## src/rtl/core/line_sensor_position_estimator_unit_defines.svh

```systemverilog
// Assertion macros shared by the line sensor position estimator RTL.
`ifndef LINE_SENSOR_POSITION_ESTIMATOR_UNIT_DEFINES_SVH
`define LINE_SENSOR_POSITION_ESTIMATOR_UNIT_DEFINES_SVH

// Same-cycle implication, clocked on clk, off during reset.
`define LSPE_ASSERT_IMP(lbl, ante, cons, msg) \
  lbl: assert property (@(posedge clk) disable iff (rst) (ante) |-> (cons)) \
    else $error(msg);

// Next-cycle implication, clocked on clk, off during reset.
`define LSPE_ASSERT_NXT(lbl, ante, cons, msg) \
  lbl: assert property (@(posedge clk) disable iff (rst) (ante) |=> (cons)) \
    else $error(msg);

`endif

```

## src/rtl/core/lspe_pkg.sv

```systemverilog
// Shared types, field widths and constants of the line sensor position estimator.
package lspe_pkg;

  localparam int CMD_W  = 2;
  localparam int IDX_W  = 4;
  localparam int RAW_W  = 12;
  localparam int THR_W  = 12;
  localparam int POS_W  = 14;
  localparam int CNT_W  = 5;
  localparam int MASK_W = 16;

  localparam logic [CMD_W-1:0] CMD_CAL     = 2'd0;
  localparam logic [CMD_W-1:0] CMD_FINISH  = 2'd1;
  localparam logic [CMD_W-1:0] CMD_MEASURE = 2'd2;

  localparam logic [THR_W-1:0] THR_RESET  = 12'd2048;
  localparam logic [POS_W-1:0] POS_CENTER = 14'd7500;
  localparam logic [RAW_W-1:0] RAW_TOP    = 12'd4095;
  localparam int               POS_SCALE  = 1000;

  // Calibration write request into the min/max store.
  typedef struct packed {
    logic             en;
    logic [IDX_W-1:0] idx;
    logic [RAW_W-1:0] raw;
  } cal_wr_t;

  // Position weight of a sensor: index times the position scale.
  function automatic logic [POS_W-1:0] pos_weight(input logic [IDX_W-1:0] idx);
    return POS_W'(int'(idx) * POS_SCALE);
  endfunction

endpackage

```

## src/rtl/core/lspe_cal.sv

```systemverilog
// Per-sensor calibration window store: running minimum and maximum reading.
module lspe_cal #(
  parameter int NUM_SENSORS = 16
) (
  input  logic                     clk,
  input  logic                     rst,
  input  lspe_pkg::cal_wr_t        wr,
  input  logic [lspe_pkg::IDX_W-1:0] rd_idx,
  output logic [lspe_pkg::RAW_W-1:0] rd_lo,
  output logic [lspe_pkg::RAW_W-1:0] rd_hi
);
  import lspe_pkg::*;

  localparam int AW = (NUM_SENSORS > 1) ? $clog2(NUM_SENSORS) : 1;

  logic [RAW_W-1:0] lo_store [NUM_SENSORS];
  logic [RAW_W-1:0] hi_store [NUM_SENSORS];
  logic [AW-1:0]    wr_addr;
  logic [AW-1:0]    rd_addr;

  assign wr_addr = AW'(wr.idx);
  assign rd_addr = AW'(rd_idx);

  // Widen the window on every calibration request.
  always_ff @(posedge clk) begin
    if (rst) begin
      for (int i = 0; i < NUM_SENSORS; i++) begin
        lo_store[i] <= RAW_TOP;
        hi_store[i] <= '0;
      end
    end else if (wr.en) begin
      if (wr.raw < lo_store[wr_addr]) begin
        lo_store[wr_addr] <= wr.raw;
      end
      if (wr.raw > hi_store[wr_addr]) begin
        hi_store[wr_addr] <= wr.raw;
      end
    end
  end

  assign rd_lo = lo_store[rd_addr];
  assign rd_hi = hi_store[rd_addr];

endmodule

```

## src/rtl/core/lspe_div.sv

```systemverilog
// Shared restoring divider: one quotient bit per cycle, quotient known to fit QW bits.
module lspe_div #(
  parameter int DDW = 50,
  parameter int DVW = 36,
  parameter int QW  = 14
) (
  input  logic           clk,
  input  logic           rst,
  input  logic           start,
  input  logic [DDW-1:0] dividend,
  input  logic [DVW-1:0] divisor,
  output logic           done,
  output logic [QW-1:0]  quotient
);
  import lspe_pkg::*;

  localparam int CW    = DVW + QW;
  localparam int CNT_B = $clog2(QW + 1);

  logic [CW-1:0]    rem;
  logic [CW-1:0]    dsh;
  logic [CNT_B-1:0] cnt;
  logic             busy;
  logic             ge;

  assign ge = rem >= dsh;

  always_ff @(posedge clk) begin
    if (rst) begin
      busy <= 1'b0;
      done <= 1'b0;
      cnt  <= '0;
    end else begin
      done <= 1'b0;
      if (start) begin
        busy <= 1'b1;
        cnt  <= CNT_B'(QW);
      end else if (busy) begin
        cnt <= cnt - CNT_B'(1);
        if (cnt == CNT_B'(1)) begin
          busy <= 1'b0;
          done <= 1'b1;
        end
      end
    end
  end

  // Datapath: trial subtract of the shifted divisor, one bit per step.
  always_ff @(posedge clk) begin
    if (start) begin
      rem      <= CW'(dividend);
      dsh      <= CW'(divisor) << (QW - 1);
      quotient <= '0;
    end else if (busy) begin
      if (ge) begin
        rem <= rem - dsh;
      end
      dsh      <= dsh >> 1;
      quotient <= {quotient[QW-2:0], ge};
    end
  end

endmodule

```

## src/rtl/core/line_sensor_position_estimator_unit.sv

```systemverilog
// Top level of the line sensor position estimator: sequencer, accumulators, result register.
//
// Input channel (in_valid / in_stall) carries one request: cmd, sensor_index,
// raw_value and last. Calibration (cmd 0) widens that sensor's min/max window
// and finish (cmd 1) switches on rescaling; neither stalls the input. A measurement
// (cmd 2) rescales the reading, through the one-bit-per-cycle shared divider when
// it lies strictly inside a calibrated window, compares it with threshold and
// accumulates it when at or above. A measurement with last set then divides the
// weighted sum by the value sum on the same divider when the value sum is not
// zero, and loads one result into the output register.
// in_stall is high during reset and while a request is being worked on.
// Output channel (out_valid / out_stall): the result holds until taken. While
// it waits, further requests are still taken; a sweep end waits for it.
// threshold is to be written through cfg_wr_en / cfg_wr_data only while idle; the block
// does not enforce this. Synchronous reset restores the calibration windows, threshold
// 2048, the centre position 7500, clears the sums and drops any pending result.
// Sums are exact for sweeps of fewer than 2**24 accumulated samples.
`include "line_sensor_position_estimator_unit_defines.svh"

module line_sensor_position_estimator_unit #(
  parameter int NUM_SENSORS = 16,
  parameter int ADC_MAX     = 4095
) (
  input  logic                        clk,
  input  logic                        rst,
  input  logic                        cfg_wr_en,
  input  logic [lspe_pkg::THR_W-1:0]  cfg_wr_data,
  input  logic                        in_valid,
  output logic                        in_stall,
  input  logic [lspe_pkg::CMD_W-1:0]  cmd,
  input  logic [lspe_pkg::IDX_W-1:0]  sensor_index,
  input  logic [lspe_pkg::RAW_W-1:0]  raw_value,
  input  logic                        last,
  output logic                        out_valid,
  input  logic                        out_stall,
  output logic [lspe_pkg::POS_W-1:0]  line_position,
  output logic                        on_line,
  output logic [lspe_pkg::CNT_W-1:0]  active_count,
  output logic [lspe_pkg::MASK_W-1:0] active_mask
);
  import lspe_pkg::*;

  localparam int ADC_W = $clog2(ADC_MAX + 1);
  localparam int VAL_W = (ADC_W > RAW_W) ? ADC_W : RAW_W;
  localparam int QW    = (ADC_W > POS_W) ? ADC_W : POS_W;
  localparam int VS_W  = VAL_W + 24;
  localparam int WS_W  = VS_W + POS_W;
  localparam int NUM_W = RAW_W + ADC_W;
  localparam int PRD_W = VAL_W + POS_W;

  localparam logic [ADC_W-1:0] ADC_MAX_C = ADC_W'(ADC_MAX);

  localparam logic [3:0] S_IDLE  = 4'd0;
  localparam logic [3:0] S_SCALE = 4'd1;
  localparam logic [3:0] S_MUL   = 4'd2;
  localparam logic [3:0] S_RWAIT = 4'd3;
  localparam logic [3:0] S_ACC   = 4'd4;
  localparam logic [3:0] S_ADD   = 4'd5;
  localparam logic [3:0] S_END   = 4'd6;
  localparam logic [3:0] S_PWAIT = 4'd7;
  localparam logic [3:0] S_OUT   = 4'd8;

  logic [3:0]       state;
  logic [3:0]       state_next;
  logic [THR_W-1:0] threshold;
  logic             is_cal;

  logic [IDX_W-1:0] idx_q;
  logic [RAW_W-1:0] raw_q;
  logic             last_q;
  logic [VAL_W-1:0] v_q;
  logic [NUM_W-1:0] num_q;
  logic [RAW_W-1:0] den_q;
  logic [PRD_W-1:0] prod_q;

  logic [VS_W-1:0]   value_sum;
  logic [WS_W-1:0]   weighted_sum;
  logic [CNT_W-1:0]  hit_count;
  logic [MASK_W-1:0] hit_mask;
  logic [POS_W-1:0]  held_position;

  logic              in_acc;
  logic              in_idx_ok;
  logic              idx_ok;
  logic              out_take;
  logic              load;
  cal_wr_t           cal_wr;
  logic [RAW_W-1:0]  lo;
  logic [RAW_W-1:0]  hi;
  logic [RAW_W-1:0]  diff;

  logic              div_start;
  logic              div_done;
  logic [WS_W-1:0]   div_dividend;
  logic [VS_W-1:0]   div_divisor;
  logic [QW-1:0]     div_q;

  assign in_stall  = rst || (state != S_IDLE);
  assign in_acc    = in_valid && !in_stall;
  assign in_idx_ok = int'(sensor_index) < NUM_SENSORS;
  assign idx_ok    = int'(idx_q) < NUM_SENSORS;
  assign out_take  = out_valid && !out_stall;
  assign load      = (state == S_OUT) && (!out_valid || !out_stall);
  assign diff      = raw_q - lo;

  assign cal_wr.en  = in_acc && (cmd == CMD_CAL) && in_idx_ok;
  assign cal_wr.idx = sensor_index;
  assign cal_wr.raw = raw_value;

  lspe_cal #(
    .NUM_SENSORS (NUM_SENSORS)
  ) u_cal (
    .clk    (clk),
    .rst    (rst),
    .wr     (cal_wr),
    .rd_idx (idx_q),
    .rd_lo  (lo),
    .rd_hi  (hi)
  );

  // One divider serves the rescale and the sweep position.
  assign div_start    = (state == S_MUL) ||
                        ((state == S_END) && last_q && (value_sum != '0));
  assign div_dividend = (state == S_END) ? weighted_sum : WS_W'(num_q);
  assign div_divisor  = (state == S_END) ? value_sum : VS_W'(den_q);

  lspe_div #(
    .DDW (WS_W),
    .DVW (VS_W),
    .QW  (QW)
  ) u_div (
    .clk      (clk),
    .rst      (rst),
    .start    (div_start),
    .dividend (div_dividend),
    .divisor  (div_divisor),
    .done     (div_done),
    .quotient (div_q)
  );

  always_comb begin
    state_next = state;
    case (state)
      S_IDLE: begin
        if (in_acc && (cmd == CMD_MEASURE)) begin
          state_next = S_SCALE;
        end
      end
      S_SCALE: begin
        if (!idx_ok) begin
          state_next = S_END;
        end else if (is_cal && (hi > lo) && (raw_q > lo) && (raw_q < hi)) begin
          state_next = S_MUL;
        end else begin
          state_next = S_ACC;
        end
      end
      S_MUL:   state_next = S_RWAIT;
      S_RWAIT: begin
        if (div_done) begin
          state_next = S_ACC;
        end
      end
      S_ACC: begin
        if (v_q >= VAL_W'(threshold)) begin
          state_next = S_ADD;
        end else begin
          state_next = S_END;
        end
      end
      S_ADD:   state_next = S_END;
      S_END: begin
        if (!last_q) begin
          state_next = S_IDLE;
        end else if (value_sum != '0) begin
          state_next = S_PWAIT;
        end else begin
          state_next = S_OUT;
        end
      end
      S_PWAIT: begin
        if (div_done) begin
          state_next = S_OUT;
        end
      end
      S_OUT: begin
        if (load) begin
          state_next = S_IDLE;
        end
      end
      default: state_next = S_IDLE;
    endcase
  end

  // Control state
  always_ff @(posedge clk) begin
    if (rst) begin
      state         <= S_IDLE;
      threshold     <= THR_RESET;
      is_cal        <= 1'b0;
      value_sum     <= '0;
      weighted_sum  <= '0;
      hit_count     <= '0;
      hit_mask      <= '0;
      held_position <= POS_CENTER;
      out_valid     <= 1'b0;
    end else begin
      state <= state_next;
      if (cfg_wr_en) begin
        threshold <= cfg_wr_data;
      end
      if (in_acc && (cmd == CMD_FINISH)) begin
        is_cal <= 1'b1;
      end
      if ((state == S_ACC) && (v_q >= VAL_W'(threshold))) begin
        value_sum <= value_sum + VS_W'(v_q);
        hit_mask  <= hit_mask | (MASK_W'(1) << idx_q);
        if (hit_count != '1) begin
          hit_count <= hit_count + CNT_W'(1);
        end
      end
      if (state == S_ADD) begin
        weighted_sum <= weighted_sum + WS_W'(prod_q);
      end
      if ((state == S_PWAIT) && div_done) begin
        held_position <= div_q[POS_W-1:0];
      end
      if (load) begin
        out_valid    <= 1'b1;
        value_sum    <= '0;
        weighted_sum <= '0;
        hit_count    <= '0;
        hit_mask     <= '0;
      end else if (out_take) begin
        out_valid <= 1'b0;
      end
    end
  end

  // Datapath registers
  always_ff @(posedge clk) begin
    if (in_acc) begin
      idx_q  <= sensor_index;
      raw_q  <= raw_value;
      last_q <= last;
    end
    if (state == S_SCALE) begin
      if (!is_cal || (hi <= lo)) begin
        v_q <= VAL_W'(raw_q);
      end else if (raw_q <= lo) begin
        v_q <= '0;
      end else begin
        // Reading at or above max saturates to full scale.
        v_q <= VAL_W'(ADC_MAX_C);
      end
      num_q <= NUM_W'(diff) * NUM_W'(ADC_MAX_C);
      den_q <= hi - lo;
    end
    if ((state == S_RWAIT) && div_done) begin
      v_q <= div_q[VAL_W-1:0];
    end
    if (state == S_ACC) begin
      prod_q <= PRD_W'(v_q) * PRD_W'(pos_weight(idx_q));
    end
    if (load) begin
      line_position <= held_position;
      on_line       <= (value_sum != '0);
      active_count  <= hit_count;
      active_mask   <= hit_mask;
    end
  end

  `LSPE_ASSERT_IMP(a_res_from_out, $rose(out_valid), $past(state) == S_OUT, "result without sweep end")
  `LSPE_ASSERT_NXT(a_sums_cleared, load, (value_sum == '0) && (hit_mask == '0), "sums not cleared")
  `LSPE_ASSERT_IMP(a_count_mask, 1'b1, (hit_count == '0) == (hit_mask == '0), "count and mask disagree")
  `LSPE_ASSERT_IMP(a_done_in_wait, div_done, (state == S_RWAIT) || (state == S_PWAIT), "stray divide")
  `LSPE_ASSERT_IMP(a_rescale_range, (state == S_RWAIT) && div_done, div_q < QW'(ADC_MAX), "rescale overflow")

endmodule
```

## config.mk

```make
export PLATFORM = sky130hd
export DESIGN_NAME = line_sensor_position_estimator_unit
export DESIGN_NICKNAME = d
export VERILOG_FILES = /design/src/rtl/core/lspe_pkg.sv /design/src/rtl/core/lspe_cal.sv /design/src/rtl/core/lspe_div.sv /design/src/rtl/core/line_sensor_position_estimator_unit.sv
export VERILOG_INCLUDE_DIRS = /design/src /design/src/rtl/core
export SDC_FILE = /design/constraint.sdc
export NUM_CORES = 2
export LEC_CHECK = 0
export BUFFER_PORTS_ARGS = -buffer_cell sky130_fd_sc_hd__buf_2
export CORE_MARGIN = 2
export CORE_UTILIZATION = 40
export CTS_CLUSTER_DIAMETER = 100
export DETAILED_ROUTE_END_ITERATION = 7
export PLACE_DENSITY = 0.65
export SYNTH_ARGS = -nofsm -noshare
export SYNTH_HDL_FRONTEND = slang
export SYNTH_HIERARCHICAL = 1
export SYNTH_SLANG_ARGS = --single-unit
```

## constraint.sdc

```tcl
create_clock -name clk -period 14 [get_ports clk]
set_input_delay 2.1 -clock clk [delete_from_list [all_inputs] [get_ports clk]]
set_output_delay 2.1 -clock clk [all_outputs]
set_load 0.01 [all_outputs]
```

==> impl_metrics.py <==
metrics = {
    "critical_path": {
        "cpMaxStageDelayCell": "mux4_2",
        "cp_data_required_time_ps": 14400,
        "path_common_cell": "fa_1",
        "setup.worst_path.end_class": "flop",
        "reg2reg_depth": 31,
        "critPathLaunchType": "flop",
        "worstSetupPathType": "flop to flop",
        "crit_path_max_incr_delay_ps": 610,
        "crit_arrival_ps": 10030,
        "critPathMaxFanout": 99,
    },
    "global_routing": {
        "gr-usage-all-layers": 0.2220,
        "grtUsageMet2": 0.3594,
        "use_met1": 0.2960,
        "grt_pass1_vias": 37043,
        "use_met3": 0.04199,
        "antenna_found_initial": 3,
        "top_usage_layer": "met2",
        "gr-total-overflow": 0,
        "grt_max_degree": 182,
        "grt_pass1_wl_um": 223900,
    },
    "power_and_ir_drop": {
        "clkPwrFrac": 0.253,
        "seq_power_share": 0.300,
        "p_sw_frac": 0.3657,
        "p_sw_mw": 3.369,
        "power_frac_comb": 0.446,
        "fin_total_pwr_mw": 9.212,
        "p_int_mw": 5.843,
        "max-vdd-ir-drop_uv": 402.7,
        "power_density_nw_per_um2": 166.3,
        "p_leak_nw": 20.05,
    },
    "synthesis": {
        "synth.distinct_cells": 91,
        "yosys.area.top_type_share": 0.3514,
        "ys.flop_type": "edfxtp_1",
        "syn-instance-count": 4569,
        "ys_async_sr_fraction": 0,
        "synth_area_um2": 50760,
        "synth_area_per_cell_um2": 11.11,
        "seq_area_frac_synth": 0.4181,
        "synth_edf_count": 594,
        "synth_seq_cells": 763,
        "synth_warnings": 6,
        "yosys-top-cells-area": "edfxtp_1 35%, mux4_2 11%, ha_1 7.1%",
        "synth_area_leader_cell": "edfxtp_1",
        "synth.net_count": 5064,
    },
    "timing": {
        "final.setup.tns_ps": 0,
        "post-route-period-util": 0.6875,
        "hold_violations": 0,
        "clock-skew-final_ps": 64.01,
        "final_max_slew_viol_count": 0,
        "worstMarginPinSlew_ps": 1316,
        "setup_viol": 0,
        "fmax_mhz": 103.9,
        "worst_slew_margin_rel": 0.1208,
        "min_period_ps": 9624,
        "rsz0062_at_grt": "false",
    },
    "clock_network": {
        "clk_pin_slew_ps": 60,
        "cts_resized": 0,
        "cts_buffers": 83,
        "clock_sinks": 763,
        "h-tree-depth": 3,
        "ctsHoldBuffers": 0,
        "clock-root-buffer": "clkbuf_16",
        "cts_setup_buffers": 0,
        "insertion_delay_ps": 690,
        "cts_tree": "done",
        "clockBufferDepth": 3,
    },
    "detailed_routing": {
        "antenna_left": 0,
        "via_count": 37467,
        "drc": 0,
        "drtIter0Drc": 4210,
        "dr.pass1.iters": 8,
        "drt-total-wl_um": 146300,
        "routedWlPerCell_um": 23.66,
        "vias_per_cell": 6.061,
    },
    "worst_hold_path": {
        "hold_path.class": "flop to flop",
        "min_delay_path_depth": 0,
    },
    "floorplan": {
        "io_pins": 74,
        "die_h_um": 360.2,
        "initial_core_util": 0.4037,
        "coreArea_um2": 125700,
        "dieArea_um2": 129800,
        "dieWidth_um": 360.2,
        "rows": 130,
    },
    "final_layout": {
        "n_antenna_cell": 0,
        "multiInputGateArea_um2": 26870,
        "fin_nets": 4958,
        "drive_gt1_frac": 0.1359,
        "seq_area_um2": 21220,
        "area_growth_pct": 9.153,
        "final_cell_count_no_fill": 6182,
        "fill_cells": 11581,
    },
    "run": {
        "drv_cap": 0,
    },
    "placed_design": {
        "dpl.hpwl_um": 98120,
        "gp_congestion": 0.9157,
        "dp_cells": 6028,
        "io_buffers": 73,
    },
    "outcome": {
        "status": "completed",
    },
}
[per-stage QoR]
stage | utilization | cell area (um2) | hold slack (ps) | worst slack, ps
floorplan | - | 50760 | 408.1 | 5158
global placement | 0.4175 | 52490 | 415.4 | 4554
detailed placement | 0.4175 | 52490 | 419.3 | 4431
CTS | 0.4407 | 55400 | 435.8 | 4401
global route | 0.4407 | 55400 | 442.7 | 3710
finish | 0.4407 | 55400 | 432.2 | 4376
[cell families (layout without fill, tap and decap cells)]
| family | after synthesis | in the layout | share of synthesized area |
|---|---|---|---|
| AND/OR/NAND/NOR | 1444 | 1444 | 0.1471 |
| flip-flops | 763 | 763 | 0.4181 |
| AO/OA/AOI/OAI | 724 | 724 | 0.09409 |
| buffers and inverters | 721 | 684 | 0.05620 |
| adder cells (fa/ha/maj) | 459 | 459 | 0.1384 |
| multiplexers | 315 | 315 | 0.1215 |
| XOR/XNOR | 143 | 143 | 0.02467 |
[final timing paths]
| path | startpoint | endpoint | slack [ps] |
|---|---|---|---|
| worst max-delay path | idx_q[0]$_DFFE_PP_ | num_q[23]$_DFFE_PP_ | 4380 |
| worst min-delay path | hit_mask[8]$_SDFFE_PP0P_ | active_mask[8]$_DFFE_PP_ | 430 |
| worst max register to register | idx_q[0]$_DFFE_PP_ | num_q[23]$_DFFE_PP_ | 4380 |
| worst min register to register | hit_mask[8]$_SDFFE_PP0P_ | active_mask[8]$_DFFE_PP_ | 430 |
[power by group through the flow]
stage | registers [mW] | clock network, mW | logic [mW]
after global placement | 2.81 | 0 | 4.04
after floorplan | 2.79 | 0 | 3.24
after detailed placement | 2.81 | 0 | 4.12
final | 2.77 | 2.33 | 4.11
after CTS | 2.77 | 2.35 | 4.15
after global routing | 2.77 | 2.44 | 4.75
[final cells by class]
type | count | area share
clock buffer | 106 | 0.04182
clock inverter | 48 | 0.01082
inverter | 400 | 0.02710
multi-input combinational | 3085 | 0.4850
sequential | 763 | 0.3830
tap | 1650 | 0.03726
timing repair buffer | 130 | 0.01497
[layout by cell type (no fill, tap or decap), types with 23 or more instances in the layout]
cell         n
and2_1     115
a21oi_1    193
nor2_1     247
nor2b_1     42
nand3_1     67
a31oi_1     41
buf_2       70
nor3_1     181
or4_1       47
edfxtp_1   594
ha_1       288
mux4_2     237
nor4_1      66
mux2i_1     41
o21a_1      24
o21ai_0    149
o31ai_1     27
inv_1      391
nand2b_1    42
a21o_1      68
or3_1       23
nand2_1    328
dfxtp_1    168
xnor2_1    102
buf_4       57
nand4_1    201
clkbuf_16   86
fa_1       171
xor2_1      41
mux2_2      37
[worst max-delay path: cells and delay by family, from the launching register on]
kind / cells / cell delay (ps)
AO/OA/AOI/OAI: 12 / 2430
XOR/XNOR: 2 / 550
adder cells (fa/ha/maj): 7 / 3050
buffers and inverters: 6 / 1310
flip-flops: 1 / 320
multiplexers: 2 / 1130
AND/OR/NAND/NOR: 2 / 310
[layer usage]
layer / vias up / wire length (um)
met5: - / 0
met4: 0 / 5897
met3: 339 / 12730
met2: 1765 / 68150
met1: 18637 / 59480
li1: 16726 / -
[cells in the mapped netlist (20+ instances only)]
cell,number
nand2_1,329
dfxtp_1,169
mux2i_1,41
mux2_2,37
clkbuf_1,213
o21ai_0,151
ha_1,288
nand3_1,67
nor2_1,249
o31ai_1,27
xnor2_1,102
fa_1,171
xor2_1,41
nor3_1,182
o21a_1,24
a211oi_1,20
or4_1,47
a21o_1,68
inv_1,391
and3_1,22
o21bai_1,35
nor4_1,66
buf_2,69
and2_1,115
a31oi_1,41
a21oi_1,194
mux4_2,237
buf_1,26
nand2b_1,43
nand4_1,201
edfxtp_1,594
or3_1,23
nor2b_1,45
[state kept, by name (all words and copies together) (netlist names), 5 cells and up]
signal	flops
raw_q	12
u_cal/hi_store	192
u_cal/lo_store	192
den_q	12
active_mask	16
u_div/quotient	14
hit_count	5
v_q	12
u_div/rem	50
weighted_sum	47
threshold	12
hit_mask	16
line_position	14
num_q	24
held_position	14
active_count	5
value_sum	36
prod_q	23
u_div/dsh	49
Power figures use the tool's default switching activity.
